==> config.mk <==
export PLATFORM = sky130hd
export DESIGN_NAME = min_cost_pass_cover
export DESIGN_NICKNAME = d
export VERILOG_FILES = /design/src/rtl/mcpc_pkg.sv /design/src/rtl/min_cost_pass_cover.sv /design/src/rtl/mcpc_lookup.sv
export SDC_FILE = /design/constraint.sdc
export NUM_CORES = 2
export LEC_CHECK = 0
export ABC_AREA = 1
export BUFFER_PORTS_ARGS = -buffer_cell sky130_fd_sc_hd__buf_2
export CELL_PAD_IN_SITES_DETAIL_PLACEMENT = 1
export CELL_PAD_IN_SITES_GLOBAL_PLACEMENT = 2
export CORE_AREA = 2 2 420 526
export CTS_BUF_LIST = sky130_fd_sc_hd__clkbuf_2 sky130_fd_sc_hd__clkbuf_4 sky130_fd_sc_hd__clkbuf_8
export CTS_CLUSTER_DIAMETER = 120
export CTS_CLUSTER_SIZE = 28
export DETAILED_ROUTE_END_ITERATION = 7
export DIE_AREA = 0 0 422 528
export PLACE_DENSITY_LB_ADDON = 0.1
export SKIP_LAST_GASP = 1
export SLEW_MARGIN = 20
export SYNTH_ARGS = -nofsm -noshare
export SYNTH_HDL_FRONTEND = slang
export SYNTH_SLANG_ARGS = --single-unit
==> constraint.sdc <==
create_clock -name i_clk -period 39.1 [get_ports i_clk]
set_input_delay 1.955 -clock i_clk [delete_from_list [all_inputs] [get_ports i_clk]]
set_output_delay 1.955 -clock i_clk [all_outputs]
set_load 0.01 [all_outputs]
==> src/rtl/mcpc_pkg.sv <==
`timescale 1ns / 1ps

package mcpc_pkg;

    // Field widths fixed by the interface.
    localparam int DAY_W   = 9;
    localparam int COST_W  = 19;
    localparam int PRICE_W = 10;
    // Signed search limit: a day minus a pass length, from -30 up to 510.
    localparam int LIMIT_W = DAY_W + 2;

    typedef logic [DAY_W-1:0]          t_day;
    typedef logic [COST_W-1:0]         t_cost;
    typedef logic [PRICE_W-1:0]        t_price;
    typedef logic signed [LIMIT_W-1:0] t_limit;

    // Register indexes on the configuration port.
    localparam logic [1:0] REG_PRICE_ONE    = 2'd0;
    localparam logic [1:0] REG_PRICE_SEVEN  = 2'd1;
    localparam logic [1:0] REG_PRICE_THIRTY = 2'd2;

    // Pass lengths in days.
    localparam t_limit PASS_ONE    = t_limit'(1);
    localparam t_limit PASS_SEVEN  = t_limit'(7);
    localparam t_limit PASS_THIRTY = t_limit'(30);

    // Saturation ceiling of every cost.
    localparam t_cost COST_MAX = t_cost'(365000);

endpackage

==> src/rtl/min_cost_pass_cover.sv <==
`timescale 1ns / 1ps

// Minimum cost of 1-day, 7-day and 30-day travel passes, computed forward.
// Travel days enter on the input channel (i_in_valid / o_in_ready) in
// strictly increasing order; i_first starts a new plan and clears the kept
// history. Each input item yields exactly one result item on the output
// channel (o_out_valid / i_out_ready): the least total cost covering every
// day of the plan so far, saturated at 365000, or, for a day that is not
// above the previous one, the unchanged running cost with o_order_error set.
// From acceptance the item sits in the input register, then its search and
// update land in the result register, which drives o_out_valid. Throughput
// is one item per cycle while the receiver does not stall. The window of the
// last WINDOW_DEPTH days is compared in parallel, and the window shift
// happens in the same cycle that produces the result, so the following item
// sees it at once. When the receiver stalls, the result register holds its
// item, the input register takes one more item, and then o_in_ready drops
// until the result is taken. Reset (synchronous, active low) sets the prices
// to 2, 7 and 15, empties the window and zeroes the running and evicted costs.
// Prices are to be written through i_cfg_wr_en / i_cfg_addr / i_cfg_wdata
// only while the block is idle, which the block itself does not enforce;
// index 0 is the one-day price, 1 seven-day, 2 thirty-day.

module min_cost_pass_cover #(
    parameter int WINDOW_DEPTH = 30
) (
    input  logic                   i_clk,
    input  logic                   i_rst_n,
    // configuration
    input  logic                   i_cfg_wr_en,
    input  logic [1:0]             i_cfg_addr,
    input  mcpc_pkg::t_price       i_cfg_wdata,
    // input channel
    input  logic                   i_in_valid,
    output logic                   o_in_ready,
    input  mcpc_pkg::t_day         i_travel_day,
    input  logic                   i_first,
    // output channel
    output logic                   o_out_valid,
    input  logic                   i_out_ready,
    output mcpc_pkg::t_cost        o_total_cost,
    output logic                   o_order_error
);
    import mcpc_pkg::*;

    // Price registers.
    t_price r_price_one;
    t_price r_price_seven;
    t_price r_price_thirty;

    // Input register.
    logic   r_in_vld;
    t_day   r_day;
    logic   r_first;

    // Result register.
    logic   r_out_vld;
    t_cost  r_out_cost;
    logic   r_out_err;

    // History: index 0 holds the newest day.
    t_day                    r_win_day  [WINDOW_DEPTH];
    t_cost                   r_win_cost [WINDOW_DEPTH];
    logic [WINDOW_DEPTH-1:0] r_win_vld;
    t_cost                   r_evicted;
    t_cost                   r_running;

    logic                    w_proc;
    logic [WINDOW_DEPTH-1:0] w_vld_eff;
    t_cost                   w_evicted_eff;
    t_cost                   w_running_eff;
    logic                    w_err;
    t_limit                  w_day_s;
    t_cost                   w_best_one;
    t_cost                   w_best_seven;
    t_cost                   w_best_thirty;
    t_cost                   w_cand_one;
    t_cost                   w_cand_seven;
    t_cost                   w_cand_thirty;
    t_cost                   n_cost;
    logic                    n_err;

    // The item in the input register is worked on when the result register
    // is empty or is being emptied in this cycle.
    assign w_proc     = r_in_vld && (!r_out_vld || i_out_ready);
    assign o_in_ready = !r_in_vld || w_proc;

    // A start flag sees an empty history.
    assign w_vld_eff     = r_first ? '0 : r_win_vld;
    assign w_evicted_eff = r_first ? '0 : r_evicted;
    assign w_running_eff = r_first ? '0 : r_running;

    assign w_err   = w_vld_eff[0] && (r_day <= r_win_day[0]);
    assign w_day_s = $signed({2'b00, r_day});

    mcpc_lookup #(.DEPTH(WINDOW_DEPTH)) u_look_one (
        .i_win_day  (r_win_day),
        .i_win_cost (r_win_cost),
        .i_win_vld  (w_vld_eff),
        .i_limit    (w_day_s - PASS_ONE),
        .i_fallback (w_evicted_eff),
        .o_cost     (w_best_one)
    );

    mcpc_lookup #(.DEPTH(WINDOW_DEPTH)) u_look_seven (
        .i_win_day  (r_win_day),
        .i_win_cost (r_win_cost),
        .i_win_vld  (w_vld_eff),
        .i_limit    (w_day_s - PASS_SEVEN),
        .i_fallback (w_evicted_eff),
        .o_cost     (w_best_seven)
    );

    mcpc_lookup #(.DEPTH(WINDOW_DEPTH)) u_look_thirty (
        .i_win_day  (r_win_day),
        .i_win_cost (r_win_cost),
        .i_win_vld  (w_vld_eff),
        .i_limit    (w_day_s - PASS_THIRTY),
        .i_fallback (w_evicted_eff),
        .o_cost     (w_best_thirty)
    );

    // Price plus earlier cost, clamped to the ceiling.
    function automatic t_cost sat_add(t_price price, t_cost cost);
        logic [COST_W:0] sum;
        sum = {1'b0, cost} + {{(COST_W + 1 - PRICE_W){1'b0}}, price};
        if (sum > {1'b0, COST_MAX}) begin
            return COST_MAX;
        end
        return sum[COST_W-1:0];
    endfunction

    assign w_cand_one    = sat_add(r_price_one, w_best_one);
    assign w_cand_seven  = sat_add(r_price_seven, w_best_seven);
    assign w_cand_thirty = sat_add(r_price_thirty, w_best_thirty);

    always_comb begin
        t_cost low;
        low = w_cand_one;
        if (w_cand_seven < low) begin
            low = w_cand_seven;
        end
        if (w_cand_thirty < low) begin
            low = w_cand_thirty;
        end
        if (w_err) begin
            n_cost = w_running_eff;
            n_err  = 1'b1;
        end else begin
            n_cost = low;
            n_err  = 1'b0;
        end
    end

    // Configuration writes.
    always_ff @(posedge i_clk) begin
        if (!i_rst_n) begin
            r_price_one    <= t_price'(2);
            r_price_seven  <= t_price'(7);
            r_price_thirty <= t_price'(15);
        end else if (i_cfg_wr_en) begin
            unique case (i_cfg_addr)
                REG_PRICE_ONE:    r_price_one    <= i_cfg_wdata;
                REG_PRICE_SEVEN:  r_price_seven  <= i_cfg_wdata;
                REG_PRICE_THIRTY: r_price_thirty <= i_cfg_wdata;
                default: ;
            endcase
        end
    end

    // Input register.
    always_ff @(posedge i_clk) begin
        if (!i_rst_n) begin
            r_in_vld <= 1'b0;
        end else if (o_in_ready) begin
            r_in_vld <= i_in_valid;
        end
    end

    always_ff @(posedge i_clk) begin
        if (o_in_ready && i_in_valid) begin
            r_day   <= i_travel_day;
            r_first <= i_first;
        end
    end

    // Result register.
    always_ff @(posedge i_clk) begin
        if (!i_rst_n) begin
            r_out_vld <= 1'b0;
        end else if (w_proc) begin
            r_out_vld <= 1'b1;
        end else if (i_out_ready) begin
            r_out_vld <= 1'b0;
        end
    end

    always_ff @(posedge i_clk) begin
        if (w_proc) begin
            r_out_cost <= n_cost;
            r_out_err  <= n_err;
        end
    end

    // History control state. A rejected day leaves everything untouched;
    // a start flag on an accepted day clears first, then pushes.
    always_ff @(posedge i_clk) begin
        if (!i_rst_n) begin
            r_win_vld <= '0;
            r_evicted <= '0;
            r_running <= '0;
        end else if (w_proc && !w_err) begin
            r_win_vld <= {w_vld_eff[WINDOW_DEPTH-2:0], 1'b1};
            r_evicted <= w_vld_eff[WINDOW_DEPTH-1] ? r_win_cost[WINDOW_DEPTH-1]
                                                   : w_evicted_eff;
            r_running <= n_cost;
        end
    end

    // History payload shifts with the valid bits.
    always_ff @(posedge i_clk) begin
        if (w_proc && !w_err) begin
            for (int k = WINDOW_DEPTH - 1; k > 0; k--) begin
                r_win_day[k]  <= r_win_day[k-1];
                r_win_cost[k] <= r_win_cost[k-1];
            end
            r_win_day[0]  <= r_day;
            r_win_cost[0] <= n_cost;
        end
    end

    assign o_out_valid   = r_out_vld;
    assign o_total_cost  = r_out_cost;
    assign o_order_error = r_out_err;

endmodule

==> src/rtl/mcpc_lookup.sv <==
`timescale 1ns / 1ps

module mcpc_lookup #(
    parameter int DEPTH = 30
) (
    input  mcpc_pkg::t_day   i_win_day  [DEPTH],
    input  mcpc_pkg::t_cost  i_win_cost [DEPTH],
    input  logic [DEPTH-1:0] i_win_vld,
    input  mcpc_pkg::t_limit i_limit,
    input  mcpc_pkg::t_cost  i_fallback,
    output mcpc_pkg::t_cost  o_cost
);
    import mcpc_pkg::*;

    // Cost of the newest kept day at or below the limit. All entries are
    // compared at once; the lowest index (newest day) wins.
    always_comb begin
        o_cost = i_fallback;
        for (int k = DEPTH - 1; k >= 0; k--) begin
            if (i_win_vld[k] && ($signed({2'b00, i_win_day[k]}) <= i_limit)) begin
                o_cost = i_win_cost[k];
            end
        end
    end

endmodule

Word level (Yosys, flattened, before mapping):

Index checks and enable logic that the tools add are counted.

* bits in registers: 970
* latch bits: 0
* RAM bits: 0
* bits in read-only memories: 0
* input port bits: 27
* output and inout port bits: 22
* memories kept: 0

* add/sub/neg operators: 6
* multiply operators: 0
* div/mod/pow operators: 0
* $lt $le $gt $ge: 96
* equal/unequal tests: 2
* shift operators: 0
* mux-type cells: 109
* bitwise operators: 0
* reductions and logical operators: 104

Operator list (number)
* $mux W19: 102
* $le A10 B10 Y1: 90
* $logic_and A1 B1 Y1: 94
* $add A19 B10 Y20: 3
* $gt A20 B19 Y1 const B: 3
* $lt A19 B19 Y1: 2
* $mux W30: 1
* $sub A9 B1 Y10 const B: 1
* $sub A9 B3 Y10 const B: 1
* $sub A9 B5 Y10 const B: 1
* $le A9 B9 Y1: 1
* $mux W1: 6
* $reduce_and A2 Y1: 3
* $logic_not A1 Y1: 3
* $eq A2 B1 Y1 const B: 1
* $eq A2 B2 Y1 const B: 1
* $logic_not A2 Y1: 1
* $logic_or A1 B1 Y1: 2
* $reduce_bool A2 Y1: 1

Depth between registers and ports, before layout:

* word-level depth: 42
* mapped depth: 101
* gate-level depth less buffers: 98

Hierarchy:

From an unflattened synthesis, not the netlist that was laid out.

* cell total of the unflattened synthesis: 9954
* area total of the unflattened synthesis: 76990.1 µm²

Modules (own cells, without submodules)
* min_cost_pass_cover: times used 1, cells each 2438, area an instance 35511.6 µm²
* mcpc_lookup (u_look_one): times used 1, cells each 2540, area an instance 14148.6 µm²
* mcpc_lookup (u_look_seven): times used 1, cells each 2501, area an instance 13787.0 µm²
* mcpc_lookup (u_look_thirty): times used 1, cells each 2475, area an instance 13543.0 µm²

Worst setup path before layout:

OpenSTA, ideal clock, no wires.

* path kind: flip-flop to flip-flop
* from: reg r_day[0]
* to: reg r_win_cost[0] (netlist name), enable pin
* library setup time: 1534 ps
* arrival time: 25915 ps
* required time: 37566 ps
* path slack: 11652 ps
* stages on the path, launching flop included: 14
* buffers on the path: 2
* path through: edfxtp_1 -> inv_1 -> ha_1 -> o21ai_0 -> a31oi_1 -> o21ai_0 -> a21oi_1 -> nor2_1 -> o21ai_0 -> nand2_1 -> inv_1 -> nor2_1 -> buf_4 -> clkbuf_1

* longest elaborated chain between the ends: 4

RTL lines
* start, declared: RTL line min_cost_pass_cover.sv:52 `t_day r_day;`
* start signal, assigned: RTL line min_cost_pass_cover.sv:181 `r_day <= i_travel_day;`
* $le A9 B9 Y1: RTL line min_cost_pass_cover.sv:92 `assign w_err = w_vld_eff[0] && (r_day <= r_win_day[0]);`
* $logic_and A1 B1 Y1: RTL line min_cost_pass_cover.sv:92
* $logic_not A1 Y1: RTL line min_cost_pass_cover.sv:221 `if (w_proc && !w_err) begin`
* $logic_and A1 B1 Y1: RTL line min_cost_pass_cover.sv:221
* end signal, assigned by index: RTL line min_cost_pass_cover.sv:224 `r_win_cost[k] <= r_win_cost[k-1];`
* end, declared: RTL line min_cost_pass_cover.sv:62 `t_cost r_win_cost [WINDOW_DEPTH];`

Every way passes these cells.
A chain may end at the register's enable or synchronous reset.

Worst setup path in the final report:

* from: reg r_day[0]
* to: reg r_win_cost[551] (netlist name), data pin

* longest elaborated chain between the ends: 42
* elaborated cells between the ends (all ways): 292
* those cells by class: add/sub: 6; order compare: 96; mux: 99; reduce/logical: 91

RTL lines
* $sub A9 B3 Y10 or $sub A9 B1 Y10 (tied branches): RTL line min_cost_pass_cover.sv:108, min_cost_pass_cover.sv:99
* $le A10 B10 Y1: RTL line mcpc_lookup.sv:20 `if (i_win_vld[k] && ($signed({2'b00, i_win_day[k]}) <= i_limit)) begin`
* $logic_and A1 B1 Y1: RTL line mcpc_lookup.sv:20
* $mux W19 (30 in series): RTL line mcpc_lookup.sv:20
* $add A19 B10 Y20: RTL line min_cost_pass_cover.sv:125 `sum = {1'b0, cost} + {{(COST_W + 1 - PRICE_W){1'b0}}, price};`
* $gt A20 B19 Y1: RTL line min_cost_pass_cover.sv:126 `if (sum > {1'b0, COST_MAX}) begin`
* $mux W1: RTL line min_cost_pass_cover.sv:126
* $mux W19: RTL line min_cost_pass_cover.sv:129 `return sum[COST_W-1:0];`
* $lt A19 B19 Y1: RTL line min_cost_pass_cover.sv:139 `if (w_cand_seven < low) begin`
* $mux W19: RTL line min_cost_pass_cover.sv:139
* $lt A19 B19 Y1: RTL line min_cost_pass_cover.sv:142 `if (w_cand_thirty < low) begin`
* $mux W19: RTL line min_cost_pass_cover.sv:142
* $mux W19 *: RTL line min_cost_pass_cover.sv:145 `if (w_err) begin`
* named net n_cost[0]: RTL line min_cost_pass_cover.sv:79 `t_cost n_cost;`

Mark *: on every way through the listed nets, which the timed path passes. The rest lies on a longest branch.

==> flow_metrics.py <==
metrics = {
    "grt": {
        "grt_max_degree": 160,
        "grt_pass1_vias": 64820,
        "antenna_found_initial": 2,
        "grt_overflow_total": 0,
        "grt_pass1_wl_um": 428900,
        "use_met1": 0.2878,
        "grt_usage": 0.2510,
        "use_met2": 0.4847,
        "use_met3": 0.01631,
        "busiest_layer": "met2",
    },
    "hold_path": {
        "hp-start": "r_win_cost[503]",
        "hold_class": "flip-flop to flip-flop",
        "min_path_cells": 0,
        "hold_end": "r_win_cost[484]",
    },
    "worst_setup_path": {
        "crit_path_top_delay_cell": "edfxtp_1",
        "rr_startpoint": "r_day[0]",
        "arrival_ns": 17.93,
        "crit_path_start_kind": "flip-flop",
        "path_class": "flip-flop to flip-flop",
        "r2r-end": "r_win_cost[551]",
        "crit_path_max_fanout": 37,
        "critPathMaxStageDelay_ns": 0.68,
        "worstPathRequired_ns": 39.76,
        "crit_top_cell": "o21ai_0",
        "cp-end-kind": "flip-flop",
        "ff2ff_setup_slack_ns": 21.83,
        "r2r_cells": 91,
    },
    "clocking": {
        "cts_resized": 0,
        "cts_buffers": 46,
        "root_buffer": "clkbuf_8",
        "clk_pin_slew_ns": 0.19,
        "cts_max_level": 2,
        "cts_setup_buffers": 0,
        "cts_tree": "yes",
        "clk_path_buf_depth": 3,
        "cts_sinks": 970,
        "cts_hold_buf": 0,
        "clk_latency_ns": 0.91,
    },
    "yosys": {
        "async_flop_share": 0,
        "synth_edf_count": 870,
        "postSynthCellCount": 8749,
        "syn_area_um2": 71520,
        "synth_warnings": 0,
        "synth_cell_types": 71,
        "synth-seq-area-share": 0.3933,
        "ys_ff_latch": 970,
        "syn_area_per_cell_um2": 8.175,
        "synth_ff_type": "edfxtp_1",
        "synth_nets": 9610,
    },
    "timing": {
        "finalSetupViolCount": 0,
        "worst_pin_slew_ns": 1.108,
        "hold_viol_final": 0,
        "finalSetupTns_ns": 0,
        "clock_skew_ns": 0.05745,
        "fin_crit_sh": 0.4417,
        "min_period_ns": 17.27,
        "rsz0062_at_grt": "false",
        "relSlewSlack": 0.2611,
        "clock.fmax_ghz": 0.05790,
        "slew_violations": 0,
    },
    "route": {
        "routed_wl_um": 285300,
        "drt_iter0_drc": 3416,
        "vias": 61940,
        "drc": 0,
        "firstDrtPassIters": 5,
        "wl_per_cell_um": 24.57,
        "viasPerCell": 5.335,
        "ant_nets": 0,
    },
    "cells_and_area": {
        "layout_commonest_cell": "nand2_1",
        "final_util": 0.3505,
        "syn2layout_area_growth_pct": 6.884,
        "nNetsFinal": 9524,
        "final_cell_mix": "nand2_1 (2035), o21ai_0 (911), inv_1 (886)",
        "drive_gt1_frac": 0.06586,
    },
    "pwr": {
        "p_sw_mw": 1.502,
        "p_per_area_nw_per_um2": 43.85,
        "power.share.combinational": 0.433,
        "ir_worst_vdd_mv": 0.04501,
        "p_int_mw": 1.850,
        "p_leak_nw": 32.15,
        "sequentialPowerShare": 0.403,
        "p_clk_frac": 0.164,
        "swShare": 0.4481,
    },
    "die": {
        "rows": 192,
        "ios": 49,
        "fp.coreArea_um2": 218100,
        "fp.dieArea_um2": 222800,
        "die_w_um": 422,
        "fp.dieH_um": 528,
        "initial_utilization": 0.3279,
    },
    "place": {
        "io_buffers": 48,
        "gp_congestion": 0.9091,
        "hpwlAfterDp_um": 214300,
    },
    "outcome": {
        "outcome": "finished, final reports clean",
    },
    "run": {
        "cap_viol_max_count": 0,
    },
}
[layer usage]
layer | vias to the layer above | part of all wire
li1 | 30390 | -
met4 | 0 | 0.040
met5 | - | 0
met3 | 282 | 0.018
met2 | 704 | 0.53
met1 | 30560 | 0.41
[power by group through the flow]
stage	Sequential (mW)	Clock [mW]	Combinational [mW]
final	1.35	0.550	1.45
after global placement	1.37	0	1.42
after detailed placement	1.37	0	1.46
after global routing	1.36	0.601	1.62
after CTS	1.35	0.579	1.46
after floorplan	1.37	0	0.942
[critical path: cells and delay by family, from the launching register on]
family,cells,cell delay [ns]
buf+inv,8,1.39
compound gates,45,8.62
flops,1,0.68
simple gates,32,4.31
fa+ha+maj,5,1.60
xor+xnor,1,0.38
[worst max path at each step]
stage | cells past startpoint | start | slack [ns] | to
6_report | 91 | r_day[0] | 21.83 | r_win_cost[551]
5_1_grt | 91 | r_day[0] | 20.06 | r_win_cost[551]
4_1_cts | 91 | r_day[0] | 21.45 | o_total_cost[0]
3_5_place_dp | 91 | r_day[0] | 21.52 | o_total_cost[0]
3_3_place_gp | 91 | r_day[0] | 21.59 | o_total_cost[0]
2_1_floorplan | 13 | r_day[0] | 11.65 | r_win_cost[0]
[sequential cells by signal, indices dropped and copies added, names as in the netlist]
register	count
r_win_cost	570
r_win_day	270
r_win_vld	30
o_total_cost	19
r_evicted	19
r_running	19
r_price_one	10
r_price_seven	10
r_price_thirty	10
r_day	9
o_order_error	1
o_out_valid	1
r_first	1
r_in_vld	1
[Yosys cell counts, drive strengths merged, types with 8 or more instances]
cell	instances	area [um2]
nand3	675	3531
dfxtp	100	2002
a2111o	20	225.2
nand3b	28	210.2
edfxtp	870	26130
nand2	2101	8122
a21oi	461	2352
xor2	32	280.3
o21ai	968	4878
o22ai	48	312.8
a31o	20	175.2
a21o	8	60.06
a31oi	72	450.4
o211ai	218	1642
clkinv	20	80.08
nor2	510	1989
o221ai	41	359.1
nor3	73	365.4
o41ai	57	514.2
nand4	51	319.1
o21a	24	180.2
clkbuf	192	720.7
or2	59	369.1
inv	927	3485
ha	831	10400
a211oi	92	690.7
o21bai	9	67.56
buf	154	930.9
nor4	35	219.0
xnor2	16	140.1
[final cells by class]
cell class                      instances  area [um2]
Antenna cell                            1       2.502
Clock buffer                           62       759.5
Clock inverter                         23       280.3
Fill cell                           26040      141700
Inverter                              947        3565
Multi-Input combinational cell       6484       38550
Sequential cell                       970       28130
Tap cell                             2910        3641
Timing Repair Buffer                  214        1524
[metrics by stage]
step | power, mW | hold WS, ns | cell area, um2 | instances | worst slack, ns
global placement | 2.798 | 0.4295 | 75370 | 11530 | 21.59
finish | 3.352 | 0.4462 | 76440 | 11610 | 21.83
global route | 3.576 | 0.4438 | 76440 | 11610 | 20.06
detailed placement | 2.832 | 0.4339 | 75390 | 11530 | 21.52
CTS | 3.395 | 0.4327 | 76430 | 11610 | 21.45
floorplan | 2.310 | 0.4264 | 71520 | 8749 | 11.65
[kinds of logic (layout without fill, tap and decap cells)]
group,count (synthesis),count (layout),synth area share
flip-flops,970,970,0.3933
AO/OA/AOI/OAI,2060,2060,0.1690
other,0,1,0
buffers and inverters,1295,1246,0.07321
XOR/XNOR,48,48,0.005878
AND/OR/NAND/NOR,3542,3542,0.2124
adder cells (fa/ha/maj),834,834,0.1462
Note: power is estimated with default switching activity, not from simulation.
